**config.mk**
```make
export PLATFORM = sky130hd
export DESIGN_NAME = sensor_frame_deframer
export DESIGN_NICKNAME = d
export VERILOG_FILES = /design/src/sv/sfd_pkg.sv /design/src/sv/sensor_frame_deframer.sv /design/src/sv/sfd_front.sv /design/src/sv/sfd_queue.sv /design/src/sv/sfd_back.sv
export SDC_FILE = /design/constraint.sdc
export NUM_CORES = 1
export LEC_CHECK = 0
export BUFFER_PORTS_ARGS = -buffer_cell sky130_fd_sc_hd__buf_2
export CORE_MARGIN = 5
export CORE_UTILIZATION = 64
export DETAILED_ROUTE_END_ITERATION = 10
export PLACE_DENSITY = 0.84
export SYNTH_ARGS = -nofsm -noshare
export SYNTH_HDL_FRONTEND = slang
export SYNTH_SLANG_ARGS = --single-unit
```
**constraint.sdc**
```tcl
create_clock -name clk_i -period 11.48 [get_ports clk_i]
set_clock_uncertainty 0.15 [all_clocks]
set_input_delay 2.296 -clock clk_i [delete_from_list [all_inputs] [get_ports clk_i]]
set_output_delay 2.296 -clock clk_i [all_outputs]
set_load 0.01 [all_outputs]
```
**src/sv/sfd_pkg.sv**
```systemverilog
`default_nettype none

package sfd_pkg;

  localparam int unsigned PAYLOAD_BYTES = 9;
  localparam int unsigned QUEUE_DEPTH = 2;

  localparam logic [7:0] SYNC_RESET = 8'h55;
  localparam logic [7:0] ACCEL_RESET = 8'h51;
  localparam logic SHORT_RESET = 1'b1;

  typedef enum logic [1:0] {
    CFG_SYNC_VALUE  = 2'd0,
    CFG_ACCEL_CODE  = 2'd1,
    CFG_ALLOW_SHORT = 2'd2
  } cfg_idx_e;

  typedef enum logic [1:0] {
    STATUS_GOOD   = 2'd0,
    STATUS_SHORT  = 2'd1,
    STATUS_REJECT = 2'd2
  } status_e;

  typedef struct packed {
    logic [7:0] data_byte;
    logic       packet_start;
  } in_item_t;

  typedef struct packed {
    logic [7:0]         frame_type;
    logic signed [15:0] word_x;
    logic signed [15:0] word_y;
    logic signed [15:0] word_z;
    logic signed [15:0] word_temp;
    logic               is_accel;
    logic [1:0]         frame_status;
  } out_item_t;

  typedef struct packed {
    logic [7:0] sync_value;
    logic [7:0] accel_type_code;
    logic       allow_short;
  } cfg_t;

  // body[k] holds frame byte k+1
  typedef struct packed {
    logic [PAYLOAD_BYTES-1:0][7:0] body;
    status_e                       status;
  } frame_rec_t;

endpackage

`default_nettype wire

```
**src/sv/sensor_frame_deframer.sv**
```systemverilog
// Channel | Direction | Handshake                  | Beat
// in      | input     | in_valid_i / in_ready_o    | sfd_pkg::in_item_t
// out     | output    | out_valid_o / out_ready_i  | sfd_pkg::out_item_t
// cfg     | input     | cfg_valid_i / cfg_ready_o  | cfg_index_i, cfg_data_i
//
// One input byte per cycle while in_ready_o is high; a frame result is written to the
// result queue at the edge that takes its last byte, then popped into the output
// register that drives out_valid_o once that register is free.
// The two-entry result queue is the only stall source: in_ready_o drops
// only when it is full. cfg_ready_o is always high.
// Reset clears the parser position, checksum, queue and output valid.
`default_nettype none

module sensor_frame_deframer #(
  parameter int unsigned FRAME_LENGTH = 11
) (
  input  wire logic               clk_i,
  input  wire logic               rst_ni,
  input  wire logic               in_valid_i,
  output logic                    in_ready_o,
  input  wire sfd_pkg::in_item_t  in_data_i,
  output logic                    out_valid_o,
  input  wire logic               out_ready_i,
  output sfd_pkg::out_item_t      out_data_o,
  input  wire logic               cfg_valid_i,
  output logic                    cfg_ready_o,
  input  wire logic [1:0]         cfg_index_i,
  input  wire logic [7:0]         cfg_data_i
);

  sfd_pkg::cfg_t       cfg_q;
  sfd_pkg::frame_rec_t front_rec, queue_rec;
  logic                push, full, q_valid, pop;

  assign cfg_ready_o = 1'b1;

  always_ff @(posedge clk_i or negedge rst_ni) begin
    if (!rst_ni) begin
      cfg_q.sync_value      <= sfd_pkg::SYNC_RESET;
      cfg_q.accel_type_code <= sfd_pkg::ACCEL_RESET;
      cfg_q.allow_short     <= sfd_pkg::SHORT_RESET;
    end else if (cfg_valid_i && cfg_ready_o) begin
      unique case (sfd_pkg::cfg_idx_e'(cfg_index_i))
        sfd_pkg::CFG_SYNC_VALUE:  cfg_q.sync_value      <= cfg_data_i;
        sfd_pkg::CFG_ACCEL_CODE:  cfg_q.accel_type_code <= cfg_data_i;
        sfd_pkg::CFG_ALLOW_SHORT: cfg_q.allow_short     <= cfg_data_i[0];
        default: ;
      endcase
    end
  end

  sfd_front #(
    .FRAME_LENGTH(FRAME_LENGTH)
  ) u_front (
    .clk_i      (clk_i),
    .rst_ni     (rst_ni),
    .in_valid_i (in_valid_i),
    .in_ready_o (in_ready_o),
    .in_data_i  (in_data_i),
    .cfg_i      (cfg_q),
    .full_i     (full),
    .push_o     (push),
    .rec_o      (front_rec)
  );

  sfd_queue u_queue (
    .clk_i   (clk_i),
    .rst_ni  (rst_ni),
    .push_i  (push),
    .rec_i   (front_rec),
    .full_o  (full),
    .valid_o (q_valid),
    .pop_i   (pop),
    .rec_o   (queue_rec)
  );

  sfd_back u_back (
    .clk_i        (clk_i),
    .rst_ni       (rst_ni),
    .valid_i      (q_valid),
    .rec_i        (queue_rec),
    .pop_o        (pop),
    .accel_code_i (cfg_q.accel_type_code),
    .out_valid_o  (out_valid_o),
    .out_ready_i  (out_ready_i),
    .out_data_o   (out_data_o)
  );

endmodule

`default_nettype wire

```
**src/sv/sfd_front.sv**
```systemverilog
`default_nettype none

module sfd_front #(
  parameter int unsigned FRAME_LENGTH = 11
) (
  input  wire logic              clk_i,
  input  wire logic              rst_ni,
  input  wire logic              in_valid_i,
  output logic                   in_ready_o,
  input  wire sfd_pkg::in_item_t in_data_i,
  input  wire sfd_pkg::cfg_t     cfg_i,
  input  wire logic              full_i,
  output logic                   push_o,
  output sfd_pkg::frame_rec_t    rec_o
);

  localparam int unsigned FILL_W = $clog2(FRAME_LENGTH);
  localparam logic [FILL_W-1:0] LAST_POS = FILL_W'(FRAME_LENGTH - 1);

  logic [FILL_W-1:0] fill_q, fill_d, fill_eff;
  logic [7:0]        sum_q, sum_d;
  logic [7:0]        byte0_q;
  logic [7:0]        body_q [sfd_pkg::PAYLOAD_BYTES];
  logic              accept, is_sync, in_frame, at_last, store_byte0;
  logic [7:0]        b;
  sfd_pkg::status_e  status;

  assign in_ready_o = !full_i;
  assign accept     = in_valid_i && in_ready_o;
  assign b          = in_data_i.data_byte;
  assign is_sync    = (b == cfg_i.sync_value);
  assign fill_eff   = (in_data_i.packet_start && is_sync) ? '0 : fill_q;
  assign in_frame   = (fill_eff != '0) || is_sync;
  assign at_last    = (fill_eff == LAST_POS);
  assign push_o     = accept && in_frame && at_last;

  always_comb begin
    priority if (byte0_q != cfg_i.sync_value) begin
      status = sfd_pkg::STATUS_REJECT;
    end else if (b == sum_q) begin
      status = sfd_pkg::STATUS_GOOD;
    end else if (is_sync && cfg_i.allow_short) begin
      status = sfd_pkg::STATUS_SHORT;
    end else begin
      status = sfd_pkg::STATUS_REJECT;
    end
  end

  always_comb begin
    fill_d      = fill_q;
    sum_d       = sum_q;
    store_byte0 = 1'b0;
    if (accept) begin
      if (!in_frame) begin
        fill_d = '0;
      end else if (at_last) begin
        if (status == sfd_pkg::STATUS_SHORT) begin
          fill_d      = FILL_W'(1);
          sum_d       = b;
          store_byte0 = 1'b1;
        end else begin
          fill_d = '0;
          sum_d  = '0;
        end
      end else begin
        fill_d = fill_eff + FILL_W'(1);
        sum_d  = ((fill_eff == '0) ? 8'h00 : sum_q) + b;
        if (fill_eff == '0) begin
          store_byte0 = 1'b1;
        end
      end
    end
  end

  always_ff @(posedge clk_i or negedge rst_ni) begin
    if (!rst_ni) begin
      fill_q <= '0;
      sum_q  <= '0;
    end else begin
      fill_q <= fill_d;
      sum_q  <= sum_d;
    end
  end

  always_ff @(posedge clk_i) begin
    if (store_byte0) begin
      byte0_q <= b;
    end
    for (int k = 0; k < int'(sfd_pkg::PAYLOAD_BYTES); k++) begin
      if (accept && in_frame && !at_last && (k + 1 < int'(FRAME_LENGTH) - 1) &&
          (int'(fill_eff) == k + 1)) begin
        body_q[k] <= b;
      end
    end
  end

  always_comb begin
    rec_o.status = status;
    for (int k = 0; k < int'(sfd_pkg::PAYLOAD_BYTES); k++) begin
      rec_o.body[k] = (k + 1 < int'(FRAME_LENGTH) - 1) ? body_q[k] : 8'h00;
    end
  end

endmodule

`default_nettype wire

```
**src/sv/sfd_queue.sv**
```systemverilog
`default_nettype none

module sfd_queue (
  input  wire logic                clk_i,
  input  wire logic                rst_ni,
  input  wire logic                push_i,
  input  wire sfd_pkg::frame_rec_t rec_i,
  output logic                     full_o,
  output logic                     valid_o,
  input  wire logic                pop_i,
  output sfd_pkg::frame_rec_t      rec_o
);

  localparam int unsigned PTR_W = $clog2(sfd_pkg::QUEUE_DEPTH);
  localparam int unsigned CNT_W = $clog2(sfd_pkg::QUEUE_DEPTH + 1);

  sfd_pkg::frame_rec_t mem_q [sfd_pkg::QUEUE_DEPTH];
  logic [PTR_W-1:0]    wr_q, rd_q;
  logic [CNT_W-1:0]    count_q;
  logic                do_push, do_pop;

  assign full_o  = (count_q == CNT_W'(sfd_pkg::QUEUE_DEPTH));
  assign valid_o = (count_q != '0);
  assign do_push = push_i && !full_o;
  assign do_pop  = pop_i && valid_o;
  assign rec_o   = mem_q[rd_q];

  always_ff @(posedge clk_i) begin
    if (do_push) begin
      mem_q[wr_q] <= rec_i;
    end
  end

  always_ff @(posedge clk_i or negedge rst_ni) begin
    if (!rst_ni) begin
      wr_q    <= '0;
      rd_q    <= '0;
      count_q <= '0;
    end else begin
      if (do_push) begin
        wr_q <= (wr_q == PTR_W'(sfd_pkg::QUEUE_DEPTH - 1)) ? '0 : wr_q + PTR_W'(1);
      end
      if (do_pop) begin
        rd_q <= (rd_q == PTR_W'(sfd_pkg::QUEUE_DEPTH - 1)) ? '0 : rd_q + PTR_W'(1);
      end
      unique case ({do_push, do_pop})
        2'b10:   count_q <= count_q + CNT_W'(1);
        2'b01:   count_q <= count_q - CNT_W'(1);
        default: count_q <= count_q;
      endcase
    end
  end

endmodule

`default_nettype wire

```
**src/sv/sfd_back.sv**
```systemverilog
`default_nettype none

module sfd_back (
  input  wire logic                clk_i,
  input  wire logic                rst_ni,
  input  wire logic                valid_i,
  input  wire sfd_pkg::frame_rec_t rec_i,
  output logic                     pop_o,
  input  wire logic [7:0]          accel_code_i,
  output logic                     out_valid_o,
  input  wire logic                out_ready_i,
  output sfd_pkg::out_item_t       out_data_o
);

  logic                out_valid_q;
  sfd_pkg::out_item_t  out_q, fmt;

  assign pop_o       = valid_i && (!out_valid_q || out_ready_i);
  assign out_valid_o = out_valid_q;
  assign out_data_o  = out_q;

  always_comb begin
    fmt = '0;
    fmt.frame_status = rec_i.status;
    if (rec_i.status != sfd_pkg::STATUS_REJECT) begin
      fmt.frame_type = rec_i.body[0];
      fmt.word_x     = {rec_i.body[2], rec_i.body[1]};
      fmt.word_y     = {rec_i.body[4], rec_i.body[3]};
      fmt.word_z     = {rec_i.body[6], rec_i.body[5]};
      fmt.word_temp  = {rec_i.body[8], rec_i.body[7]};
      fmt.is_accel   = (rec_i.body[0] == accel_code_i);
    end
  end

  always_ff @(posedge clk_i or negedge rst_ni) begin
    if (!rst_ni) begin
      out_valid_q <= 1'b0;
    end else if (pop_o) begin
      out_valid_q <= 1'b1;
    end else if (out_ready_i) begin
      out_valid_q <= 1'b0;
    end
  end

  // hold the beat while the sink stalls
  always_ff @(posedge clk_i) begin
    if (pop_o) begin
      out_q <= fmt;
    end
  end

endmodule

`default_nettype wire

```
==> results.txt, run 1 <==
The flow ran to the end, and the final reports show no timing, DRC or antenna violations. The number of hold-slack violations in the final timing report is 0. The multi-input combinational cell area came out at approximately 2500 um^2.

The starting density of the core came out at 0.6485. The clock period minus final worst setup slack is around 5.4 ns. The combinational cell fraction of total power is 0.203.

The worst path required time is about 11 ns. The fraction of synthesis flops using an asynchronous set or reset pin is 0.1009. The number of antenna diodes came out at 0.

The global router's overall resource usage is 0.2139. The tree is rooted in a sky130_fd_sc_hd__clkbuf_16. The remaining design rule violation count is 0. The peak fanout along the critical path is 23. The number of placement rows came out at between 50 and 60. The worst-skew pair later-pin latency came out at 0.55 ns. The share of synthesized area occupied by flip-flops and latches is 0.7891. Of the total power, the share spent switching nets is 0.2723. For this run, the number of Yosys warnings is 0.

Across the whole layout, storage elements account for around 10000 um^2. The arrival time of the worst setup path came out at around 5.4 ns. The final wirelength is 23,450 um. The full die area is 22,630 um^2. The routability-driven placement congestion ratio is roughly 0.86. The placeable core area is 19,460 um^2.

The number of buffers added for setup after CTS is 0. The vertical extent of the die came out at around 150 um. The maximum frequency from static timing analysis is 0.1849 GHz. The worst vdd rail ir drop is 0.2053 mV.

STA classifies the critical path startpoint as an input port. Setup repair after global routing left no endpoint under its margin. The maximum clock insertion buffer count came out at 3. The number of enable-type register cells in the synthesized netlist is a little over 300. The largest total area in the synthesized netlist belongs to sky130_fd_sc_hd__edfxtp_1. The number of max-capacitance violations reported is 0.

The post-synthesis cell type count came out at 56. The number of instances resized during post-cts repair is 0. The tightest min-delay check is of the flip-flop to flip-flop type. The cell internal power dissipation is 2.380 mW. The power per standard cell area came out at between 200 and 250 nW/um^2. The share of the clock period used by the worst path came out at 0.4710. The post-synthesis instance total is between 700 and 800. TritonCTS built the clock tree. The number of max-slew violations in the final report is 0. The total number of vias is 6,401.

The leakage power figure came out at between 5 and 6 nW. The share of total power dissipated in sequential elements is 0.494. The wire length of the first global-routing pass is 36,580 um. After global routing the overflow that remains totals 0. The post-CTS clock slew at the launch and capture registers of the worst setup and hold paths is 0.06 ns. Port buffering added 100 buffers. The switching power summed over all nets came out at 0.8905 mW. The most used flip-flop cell after synthesis is sky130_fd_sc_hd__edfxtp_1. The clock network fraction of design power is 0.302. The worst pin sits at a relative slew slack of 0.09029. In this run, post-CTS hold repair placed 0 buffers. The via count of the first global-routing pass is approximately 6.5k. The slew of the pin with the lowest slew margin came out at 1.354 ns. The H-tree depth reported by CTS came out at 1. In this run, the number of DRC markers left after iteration 0 of detailed routing was roughly 580. The share of synthesized area in the top cell type comes to 0.7209.

The post-route antenna net violation count is 0. The sort of element at the end of the critical path is a flip-flop. The mean number of vias per cell came out at 5.756. The final cell utilization of the core came out at 0.7410. Setup violations remaining at the end of the flow were counted as 0. In the final layout, the share of cells above drive strength 1 is 0.2326. The number of antenna violations at the first check in global routing is 0. The clock drives approximately 340 sinks. The average routed wire per standard cell is roughly 21 um.

The net count after synthesis is about 740. The iteration count of the initial detailed-routing pass came out at 5. The CTS buffer count came out at 30. In this run the count of I/O pins placed on the die edge is approximately 100. In this run the horizontal extent of the chip is 150.4 um.

In the post-synthesis netlist, the biggest area contributors are sky130_fd_sc_hd__edfxtp_1 (72%), sky130_fd_sc_hd__mux2i_1 (5.8%), sky130_fd_sc_hd__dfrtp_1 (5.2%). The final net count is around 860. The worst setup path is of the input port to flip-flop kind. The sum of negative setup slack is 0 ns. The post-synth design cell area came out at roughly 13,000 um^2. Once detailed placement completed, the half-perimeter wirelength came to around 14,000 um. Relative to the synthesized area, the layout overhead comes to 14.26%. The pin count of the biggest net entering global routing came out at ~80. Synthesis inferred roughly 340 register bits. The mean cell area of the mapped netlist came out at 17.88 um^2. By count the netlist is led by sky130_fd_sc_hd__edfxtp_1 (303), sky130_fd_sc_hd__nor2_1 (82), sky130_fd_sc_hd__mux2i_1 (73).

Yosys instantiated no cell more often than sky130_fd_sc_hd__edfxtp_1. Counting the fill cells in the layout gives between 1k and 1.5k.
[per-layer routing]
layer,vias to the layer above,track usage,wire length (um)
met3,64,0.03131,1673
li1,2897,-,-
met2,292,0.3606,11870
met1,3148,0.2892,9153
met5,-,0,0
met4,0,0.07640,760
[layout make-up]
| class | instances | area share |
|---|---|---|
| inverter | 13 | 0.003383 |
| timing repair buffer | 108 | 0.03887 |
| sequential | 337 | 0.6908 |
| clock buffer | 47 | 0.06142 |
| tap | 265 | 0.02299 |
| clock inverter | 9 | 0.007547 |
| multi-input combinational | 333 | 0.1750 |
[worst paths after layout]
| check | endpoint | slack, ns | cells after the start | startpoint |
|---|---|---|---|---|
| min reg2reg | u_queue.mem_q[1][73] | 0.29 | 0 | u_front.body_q[0][71] |
| max | u_front.body_q[0][68] | 6.07 | 7 | in_data_i[6] |
| min in group asynchronous | u_front.sum_q[1] | 1.69 | 1 | rst_ni |
| max in group asynchronous | u_queue.rd_q | 8.90 | 1 | rst_ni |
| max reg2reg | u_front.body_q[0][68] | 7.77 | 6 | cfg_q[13] |
| min | u_queue.mem_q[1][73] | 0.29 | 0 | u_front.body_q[0][71] |
[state kept, by name, summed over array words and instances, names as in the netlist]
name / count
cfg_q: 17
u_back.out_data_o: 75
u_back.out_valid_o: 1
u_front.body_q: 72
u_front.byte0_q: 8
u_front.fill_q: 4
u_front.sum_q: 8
u_queue.count_q: 2
u_queue.mem_q: 148
u_queue.rd_q: 1
u_queue.wr_q: 1
[critical path, cell delays in order]
cell and delay, ns:
sky130_fd_sc_hd__buf_2 0.38, sky130_fd_sc_hd__xor2_1 0.22, sky130_fd_sc_hd__nor4_2 0.39, sky130_fd_sc_hd__a21oi_2 0.10, sky130_fd_sc_hd__nor2_2 0.69, sky130_fd_sc_hd__nand2_1 0.38, sky130_fd_sc_hd__nor3_1 0.94
[metrics by stage]
step                power [mW]  cells  area (um^2)  hold WS (ns)  worst slack [ns]
floorplan                2.096    706        12620        0.2715             4.175
global placement         2.270   1056        13430        0.2723             5.842
detailed placement       2.304   1056        13430        0.2796             5.597
CTS                      3.293   1112        14420        0.2923             6.137
global route             3.416   1112        14420        0.2987             5.824
finish                   3.270   1112        14420        0.2920             6.073
[logic make-up (layout without fill, tap and decap cells)]
group	count (synthesis)	in the layout	share of synthesized area
fa+ha+maj	9	9	0.009517
simple gates	146	146	0.05739
flops	337	337	0.7891
compound gates	43	43	0.02518
mux	91	91	0.07395
buf+inv	36	177	0.01417
xor+xnor	43	43	0.03043
other cells	1	1	0.0002971
[placed cells by master (no fill, tap or decap), drive strengths merged, types with 2 or more instances in the layout]
cell type  Yosys  layout
a21boi         2       2
a21o           3       3
a21oi          8       8
a31oi          6       6
and2           3       3
and3           9       9
buf           16     108
bufinv         0       2
clkbuf         7      47
clkinv         0       6
dfrtp         26      26
dfstp          8       8
edfxtp       303     303
ha             8       8
inv           13      14
mux2          18      18
mux2i         73      73
nand2         16      16
nand2b         5       5
nand3          4       4
nand3b         2       2
nand4          4       4
nor2          83      83
nor3           4       4
nor4          11      11
o21a           6       6
o21ai          3       3
o221ai         5       5
o22ai          3       3
xnor2         14      14
xor2          29      29
[power groups by stage]
stage                     Clock [mW]  Sequential (mW)  Combinational, mW
after floorplan                    0             1.68              0.419
after global placement             0             1.63              0.638
after detailed placement           0             1.64              0.662
after CTS                       1.00             1.62              0.671
after global routing            1.06             1.63              0.726
final                          0.989             1.62              0.665
Power figures use the tool's default switching activity.
==> inputs of run 2 (changes only) <==
CORE_UTILIZATION = 53   (was 64)
PLACE_DENSITY = 0.75   (was 0.84)
clock period = 4.9 ns   (was 11.48 ns; I/O delays follow)
==> run 2 against run 1 <==
  * Setup slack got worse by 5.0 ns
  * Count of clock-buffer cells in the layout fell by 4
  * Register-to-register slack got worse by 6.5 ns
  * Total power rose by 140%
  * Largest cell class unchanged
  * Clock power rose by 140%
==> results.txt, run 2 (synthesized netlist as in run 1, its figures left out) <==
The number of max-slew violations in the final report came to 0 (unchanged). The starting density of the core came out at 0.5377 (-0.1108). The number of sinks driven by the clock tree is 337 (unchanged). The placeable core area is 23,470 um^2 (+21%). The remaining design rule violation count came out at 0 (unchanged).

The horizontal die dimension is 164.3 um (+9.2%). The library cell used most frequently in the layout, excluding fill and tap cells, is sky130_fd_sc_hd__edfxtp_1. The fraction of layout instances using a drive strength above 1 came to 0.2486 (+0.01597). The slew of the pin with the lowest slew margin is 1.011 ns (-0.3436 ns).

The number of antenna diodes is 0 (unchanged). The starting DRC count in detailed routing came to 475 (-18%). The final cell utilization of the core came to 0.6241 (-0.1170). The power per standard cell area is 529.1 nW/um^2 (+130%).

The area added between synthesis and finish is 16.06%. The run finished with clean final reports. The number of hold-slack violations in the final timing report is 0 (unchanged). The full die area came out at 27,000 um^2 (+19%). The total number of vias is 6,208 (-3.0%). The maximum clock insertion buffer count came out at 3 (unchanged). The maximum frequency from static timing analysis is 0.2637 GHz.

The peak fanout along the critical path is 14 (-39%). The number of buffers inserted by port buffering is 100 (unchanged). The routability-driven placement congestion ratio was 0.8373 (-2.7%). STA classifies the critical path endpoint as a flip-flop. The number of placement rows came out at 56 (+9.8%). The clock period could shrink to approximately 3.8 ns. The worst path required time is 5.18 ns (-6.31 ns). The category of cells accounting for the largest share of critical-path delay is simple AND/OR/NAND/NOR gates.

The path class of the tightest hold or removal check is flip-flop to flip-flop. The worst path buffer plus inverter count came out at 2 (+1). The total of endpoints with negative setup slack in the final report came out at 0 (unchanged). The worst-case hold slack came out at 0.2902 ns (-0.001785 ns). The iteration count of the initial detailed-routing pass is 5 (unchanged). The boundary pin count came out at 102 (unchanged). The vertical extent of the die came out at 164.3 um (+9.2%). The detailed placement HPWL was 14,310 um (+0.47%). The post-route antenna net violation count is 0 (unchanged). The relative slew slack is 0.3263 (+0.2360). The number of instances resized during post-cts repair is 0 (unchanged). The H-tree depth reported by CTS is 2 (+1). The wire length of the first global-routing pass came out at 35,090 um (-4.1%).

The largest stage delay on the critical path is 0.34 ns (-0.60 ns). The final wirelength was 22,750 um (-3.0%). The number of buffers added for setup after CTS came to 0 (unchanged). The number of max-capacitance violations reported came out at 0 (unchanged). The post-CTS clock slew at the launch and capture registers of the worst setup and hold paths came to 0.06 ns (about the same). The via count of the first global-routing pass is 6,287 (-3.6%). The cell sitting at the root of the clock tree is a sky130_fd_sc_hd__clkbuf_16. The mean number of vias per cell came out at 5.243 (-8.9%). The leakage power figure is 5.371 nW (+1.9%). The number of antenna violations at the first check in global routing came out at 0 (unchanged).

The total overflow reported by the global router was 0 (unchanged). The critical path is of the input port to flip-flop type. The CTS buffer count came to 34 (+13%). The number of flip-flops in the largest register is 148 (unchanged).

The worst vdd rail ir drop came out at 0.3582 mV (+74%). The arrival time of the worst setup path is 4.08 ns (-1.34 ns). Setup repair after global routing left no endpoint under its margin. TritonCTS built the clock tree. The type of element launching the critical path is an input port. The sum of negative setup slack came out at 0 ns (unchanged). The pin count of the biggest net entering global routing was 60 (-23%). The quantity of hold-fixing buffers added after cts came out at 0 (unchanged). The library cells used most frequently in the layout, excluding fill and tap cells, are sky130_fd_sc_hd__edfxtp_1 (303), sky130_fd_sc_hd__buf_2 (100), sky130_fd_sc_hd__nor2_1 (81), sky130_fd_sc_hd__mux2i_1 (73), sky130_fd_sc_hd__clkbuf_16 (35). The worst-skew pair later-pin latency is 0.52 ns (-0.03 ns). The worst-path cell with the longest stage delay is sky130_fd_sc_hd__o32a_1. The average routed wire per standard cell came out at 19.22 um (-8.9%). The global router's overall resource usage came out at 0.1724 (-0.04150).

The final net count came out at 872 (+1.9%). Ranked by flip-flop count, first place goes to u_queue.mem_q. The share of the clock period used by the worst path came out at 0.7740. Walking the worst path, the cells encountered are buf_2 > xor2_1 > nor4_4 > and2_1 > nand2_1 > and3_1 > ha_1 > inv_1 > fa_1 > nor2b_1 > o21a_1 > o211ai_1 > a21boi_0 > o32a_1 > a21oi_1.
## run 2: cell types whose count changed in the layout (fill, tap and decap cells not counted), sizes merged
cell,delta
inv,+1
clkinvlp,+1
buf,+12
clkbuf,-4
clkinv,+9
bufinv,-1
## run 2: final timing paths
kind,startpoint,to,slack (ns),depth (start not counted)
min in group asynchronous,rst_ni,u_front.sum_q[2],0.41,1
min reg2reg,u_front.body_q[0][45],u_queue.mem_q[1][47],0.29,0
max reg2reg,cfg_q[13],u_front.sum_q[6],1.31,14
max,in_data_i[4],u_front.sum_q[6],1.11,15
max in group asynchronous,rst_ni,u_queue.rd_q,3.58,1
min,u_front.body_q[0][45],u_queue.mem_q[1][47],0.29,0
## run 2: layout make-up
class                   instances  area (um^2)
flip-flops and latches        337         9963
fillers                      1679         8823
multi-input cells             333         2524
clock buffers                  43        915.9
repair buffers                120        663.1
well taps                     319        399.1
clock inverters                19        135.1
inverters                      13        48.80
## run 2: routing by layer
| metal | global-route usage | routed length (um) | vias to the layer above |
|---|---|---|---|
| met5 | 0 | 0 | - |
| met4 | 0.05642 | 481 | 0 |
| li1 | - | - | 2919 |
| met3 | 0.02836 | 1095 | 39 |
| met2 | 0.2884 | 11620 | 155 |
| met1 | 0.2333 | 9552 | 3095 |
## run 2: where the power goes
group / switching [mW] / internal (mW) / total, mW
registers: 0.221 / 3.58 / 3.80
clock network: 1.02 / 1.39 / 2.41
logic: 0.886 / 0.646 / 1.53
total: 2.13 / 5.62 / 7.75
## run 2: per-stage QoR
stage	std cells	instance area [um^2]	total power, mW	setup slack, ns
finish	1184	14650	7.750	1.108
floorplan	706	12630	4.897	0.4983
global placement	1122	13600	5.382	0.7421
global route	1184	14650	8.108	0.9377
CTS	1184	14650	7.836	1.150
detailed placement	1122	13600	5.422	0.6235
==> inputs of run 3 (changes only) <==
ABC_AREA = 1   (was not set)
clock period = 3.25 ns   (was 4.9 ns; I/O delays follow)
==> run 3 against run 2 <==
  * Combinational power rose by 110%
  * Routed wire length rose by 8.5%
  * Synthesized area fell by 0.23%
  * First-iteration DRC count fell by 11%
==> results.txt, run 3 <==
The relative slew slack is 0.4311 (+0.1048). The global router's overall resource usage came out at 0.1856 (+0.01327). u_queue.mem_q holds more flip-flops than any other register. The adder and majority gate portion of the synthesized area is 0.009538 (+0.00002175). The most common cell in the synthesized netlist is sky130_fd_sc_hd__edfxtp_1. The leakage power figure is 5.633 nW (+4.9%). The worst vdd rail ir drop came out at 0.3995 mV (+12%). The H-tree depth reported by CTS is 2 (unchanged). The number of placement rows is 56 (unchanged).

The length in cells of the worst reg-to-reg path is 21 (+7). The library cells used most frequently in the layout, excluding fill and tap cells, are sky130_fd_sc_hd__edfxtp_1 (303), sky130_fd_sc_hd__nand2_1 (211), sky130_fd_sc_hd__buf_2 (100), sky130_fd_sc_hd__a21oi_1 (72), sky130_fd_sc_hd__inv_1 (45). The number of sinks driven by the clock tree is 337 (unchanged). The quantity of hold-fixing buffers added after cts is 0 (unchanged). The fill cell instance count of the final layout is 1,717 (+2.3%). The synthesized design spends more area on one cell type than any other, namely sky130_fd_sc_hd__edfxtp_1. The number of warnings reported in the yosys synthesis log came out at 0 (unchanged). The worst path required time came to 3.49 ns (-1.69 ns). The fraction of layout instances using a drive strength above 1 is 0.2186 (-0.02992). The total overflow reported by the global router came out at 0 (unchanged). The reg-to-reg endpoint is u_front.sum_q[5]. The post-CTS clock slew at the launch and capture registers of the worst setup and hold paths is 0.07 ns (about the same).

The worst setup path is of the flip-flop to flip-flop kind. The mean cell area of the mapped netlist came to 14.39 um^2 (-19%). The routability-driven placement congestion ratio came out at 0.8488 (+1.4%). The post-placement worst setup slack is -0.03834 ns (-0.6619 ns). The number of buffers added for setup after CTS came out at 0 (unchanged). The via count of the first global-routing pass is 6,953 (+11%). The run finished with clean final reports. The detailed placement HPWL is 15,470 um (+8.1%). The multiplexer share of the synthesized area came out at 0.007154 (-0.06680). The post-route antenna net violation count came to 0 (unchanged). In the synthesized netlist, the cells that appear most often are sky130_fd_sc_hd__edfxtp_1 (303), sky130_fd_sc_hd__nand2_1 (212), sky130_fd_sc_hd__a21oi_1 (74). The remaining design rule violation count came out at 0 (unchanged). The worst setup path is launched from a flip-flop.

The least setup slack across all paths after layout was 0.2977 ns (-0.8098 ns). The min-delay analysis places its worst path in the category input port to asynchronous set/reset pin. The area share of the largest cell type after synthesis is 0.7225 (+0.001647). The number of antenna diodes came out at 0 (unchanged).

The arrival time of the worst setup path came out at 3.20 ns (-0.88 ns). The worst-skew pair later-pin latency came out at 0.51 ns (about the same). Clock tree synthesis selected as its root buffer the cell sky130_fd_sc_hd__clkbuf_16. The pin count of the biggest net entering global routing was 65 (+8.3%). The mean number of vias per cell is 5.175 (-1.3%). The xor/xnor share of the synthesized area is 0.02017 (-0.01026). The post-synthesis cell type count is 39 (-30%). The compound-cell area share of the yosys netlist is 0.04779 (+0.02261). The horizontal die dimension came out at 164.1 um (-0.11%).

The total of endpoints with negative setup slack in the final report was 0 (unchanged). The average routed wire per standard cell is 18.00 um (-6.3%). The setup slack of the most critical reg-to-reg path came out at 0.30 ns (-1.01 ns). The number of hold-slack violations in the final timing report came out at 0 (unchanged). The number of antenna violations at the first check in global routing came out at 0 (unchanged). The net count after synthesis came out at 908 (+23%). The number of flip-flops in the largest register came out at 148 (unchanged). The final net count came to 1,060 (+22%). The sort of element at the end of the critical path is a flip-flop. The power per standard cell area is 871.4 nW/um^2 (+65%). The placeable core area came out at 23,400 um^2 (-0.30%). The library cell used most frequently in the layout, excluding fill and tap cells, is sky130_fd_sc_hd__edfxtp_1. The sum of negative setup slack is 0 ns (unchanged). The synthesized flop and latch total is 337 (unchanged). The number of buffers inserted by port buffering is 100 (unchanged). The largest family of logic cells by synthesized area is simple AND/OR/NAND/NOR gates.

The maximum frequency from static timing analysis is around 0.34 GHz. The number of max-capacitance violations reported came to 0 (unchanged). The peak fanout along the critical path came out at 4 (-10). The share of synthesized area occupied by flip-flops and latches is 0.7909 (+0.001803).

The number of max-slew violations in the final report came out at 0 (unchanged). The vertical extent of the die was 164.1 um (-0.11%). The starting DRC count in detailed routing is 423 (-11%). The share of the clock period used by the worst path came out at 0.9084. The wire length of the first global-routing pass came out at 37,890 um (+8.0%).

The overall power of the completed layout was 12.96 mW (+67%). The share of synthesized cell area in and, or, nand and nor gates came out at 0.09836 (+0.04097). TritonCTS built the clock tree. The maximum clock insertion buffer count came out at 3 (unchanged).

For this run, the leading register cell type out of synthesis is sky130_fd_sc_hd__edfxtp_1. The boundary pin count was 102 (unchanged). The clock period minus final worst setup slack is between 2 and 3 ns. The post-synthesis instance total was 875 (+24%). The CTS buffer count is 34 (unchanged). The slew of the pin with the lowest slew margin came to 0.8533 ns (-0.1572 ns). The area added between synthesis and finish is 18.09%. The startpoint of the most critical register-to-register path is cfg_q[9]. The post-synth design cell area was 12,590 um^2 (-0.23%). The number of enable-type register cells in the synthesized netlist is 303 (unchanged).

The fraction of synthesis flops using an asynchronous set or reset pin came out at 0.1009 (unchanged). The total number of vias is 7,095 (+14%). The final wirelength is 24,680 um (+8.5%). The iteration count of the initial detailed-routing pass came out at 6 (+1).

By area the synthesized netlist is led by sky130_fd_sc_hd__edfxtp_1 (72%), sky130_fd_sc_hd__nand2_1 (6.3%), sky130_fd_sc_hd__dfrtp_1 (5.2%). The starting density of the core was 0.5381 (about the same). The count of non-filler cells in the finished layout was 1,371 (+16%).

The cell total after placement came out at 1,310 (+17%). The full die area is 26,940 um^2 (-0.21%).
run 3: power breakdown:
part	leakage, nW	total (mW)	internal, mW	switching, mW
registers	3.20	5.99	5.69	0.302
logic	1.91	3.21	1.17	2.04
clock network	0.521	3.76	2.22	1.53
total	5.63	13.0	9.08	3.88
run 3: worst max-delay path, cell delays in order (launching register included):
cell                      delay [ns]
sky130_fd_sc_hd__dfstp_2        0.59
sky130_fd_sc_hd__xnor2_1        0.13
sky130_fd_sc_hd__nand2_1        0.12
sky130_fd_sc_hd__nor2_2         0.17
sky130_fd_sc_hd__nand3_4        0.11
sky130_fd_sc_hd__o21ai_2        0.11
sky130_fd_sc_hd__nand2_4        0.08
sky130_fd_sc_hd__buf_4          0.14
sky130_fd_sc_hd__nand2_1        0.10
sky130_fd_sc_hd__inv_1          0.06
sky130_fd_sc_hd__ha_1           0.27
sky130_fd_sc_hd__nand3_1        0.07
sky130_fd_sc_hd__nand3_1        0.12
sky130_fd_sc_hd__nand2_1        0.09
sky130_fd_sc_hd__nand2_1        0.06
sky130_fd_sc_hd__nand2_1        0.06
sky130_fd_sc_hd__nand2_1        0.06
sky130_fd_sc_hd__nor2_1         0.04
sky130_fd_sc_hd__o21ai_0        0.13
sky130_fd_sc_hd__o21ai_0        0.10
sky130_fd_sc_hd__nand2_1        0.06
sky130_fd_sc_hd__o21ai_1        0.06
run 3: area by class of cell:
| cell class | count | area, um^2 | area share |
|---|---|---|---|
| Clock inverter | 18 | 168.9 | 0.01136 |
| Inverter | 53 | 209.0 | 0.01405 |
| Timing Repair Buffer | 143 | 860.8 | 0.05788 |
| Clock buffer | 43 | 905.9 | 0.06091 |
| Sequential cell | 337 | 9961 | 0.6698 |
| Tap cell | 319 | 399.1 | 0.02684 |
| Multi-Input combinational cell | 458 | 2367 | 0.1592 |
run 3: worst max-delay path by stage:
stage | startpoint | endpoint | slack [ns]
3_3_place_gp | in_data_i[2] | u_front.sum_q[6] | 0.04
3_5_place_dp | in_data_i[2] | u_front.sum_q[6] | -0.04
4_1_cts | cfg_q[13] | u_front.sum_q[6] | 0.19
6_report | cfg_q[9] | u_front.sum_q[5] | 0.30
5_1_grt | cfg_q[9] | u_front.sum_q[6] | -0.02
2_1_floorplan | in_data_i[8] | u_queue.mem_q[0][0] | -0.06
run 3: per-layer routing:
metal	vias to the layer above	global-route usage	wire length (um)
li1	3384	-	-
met1	3450	0.2443	10140
met2	213	0.3159	12440
met3	48	0.03187	1415
met4	0	0.06329	679
met5	-	0	0
run 3: per-stage QoR:
step | instance area (um^2) | util | hold WS [ns]
final | 14870 | 0.6355 | 0.1056
after global routing | 14870 | 0.6355 | 0.1578
after CTS | 14860 | 0.6351 | 0.1188
after detailed placement | 13790 | 0.5892 | 0.2804
after global placement | 13790 | 0.5892 | 0.2717
after floorplan | 12640 | - | 0.2044
run 3: repair_timing:
action                                  CTS  global route
hold endpoints to repair                  0             0
resized for setup                         0             4
endpoints found under the setup margin    0             1
run 3: logic make-up after synthesis:
logic type / after synthesis
simple gates: 296
other cells: 1
buf+inv: 80
compound gates: 114
fa+ha+maj: 9
mux: 9
xor+xnor: 29
flops: 337
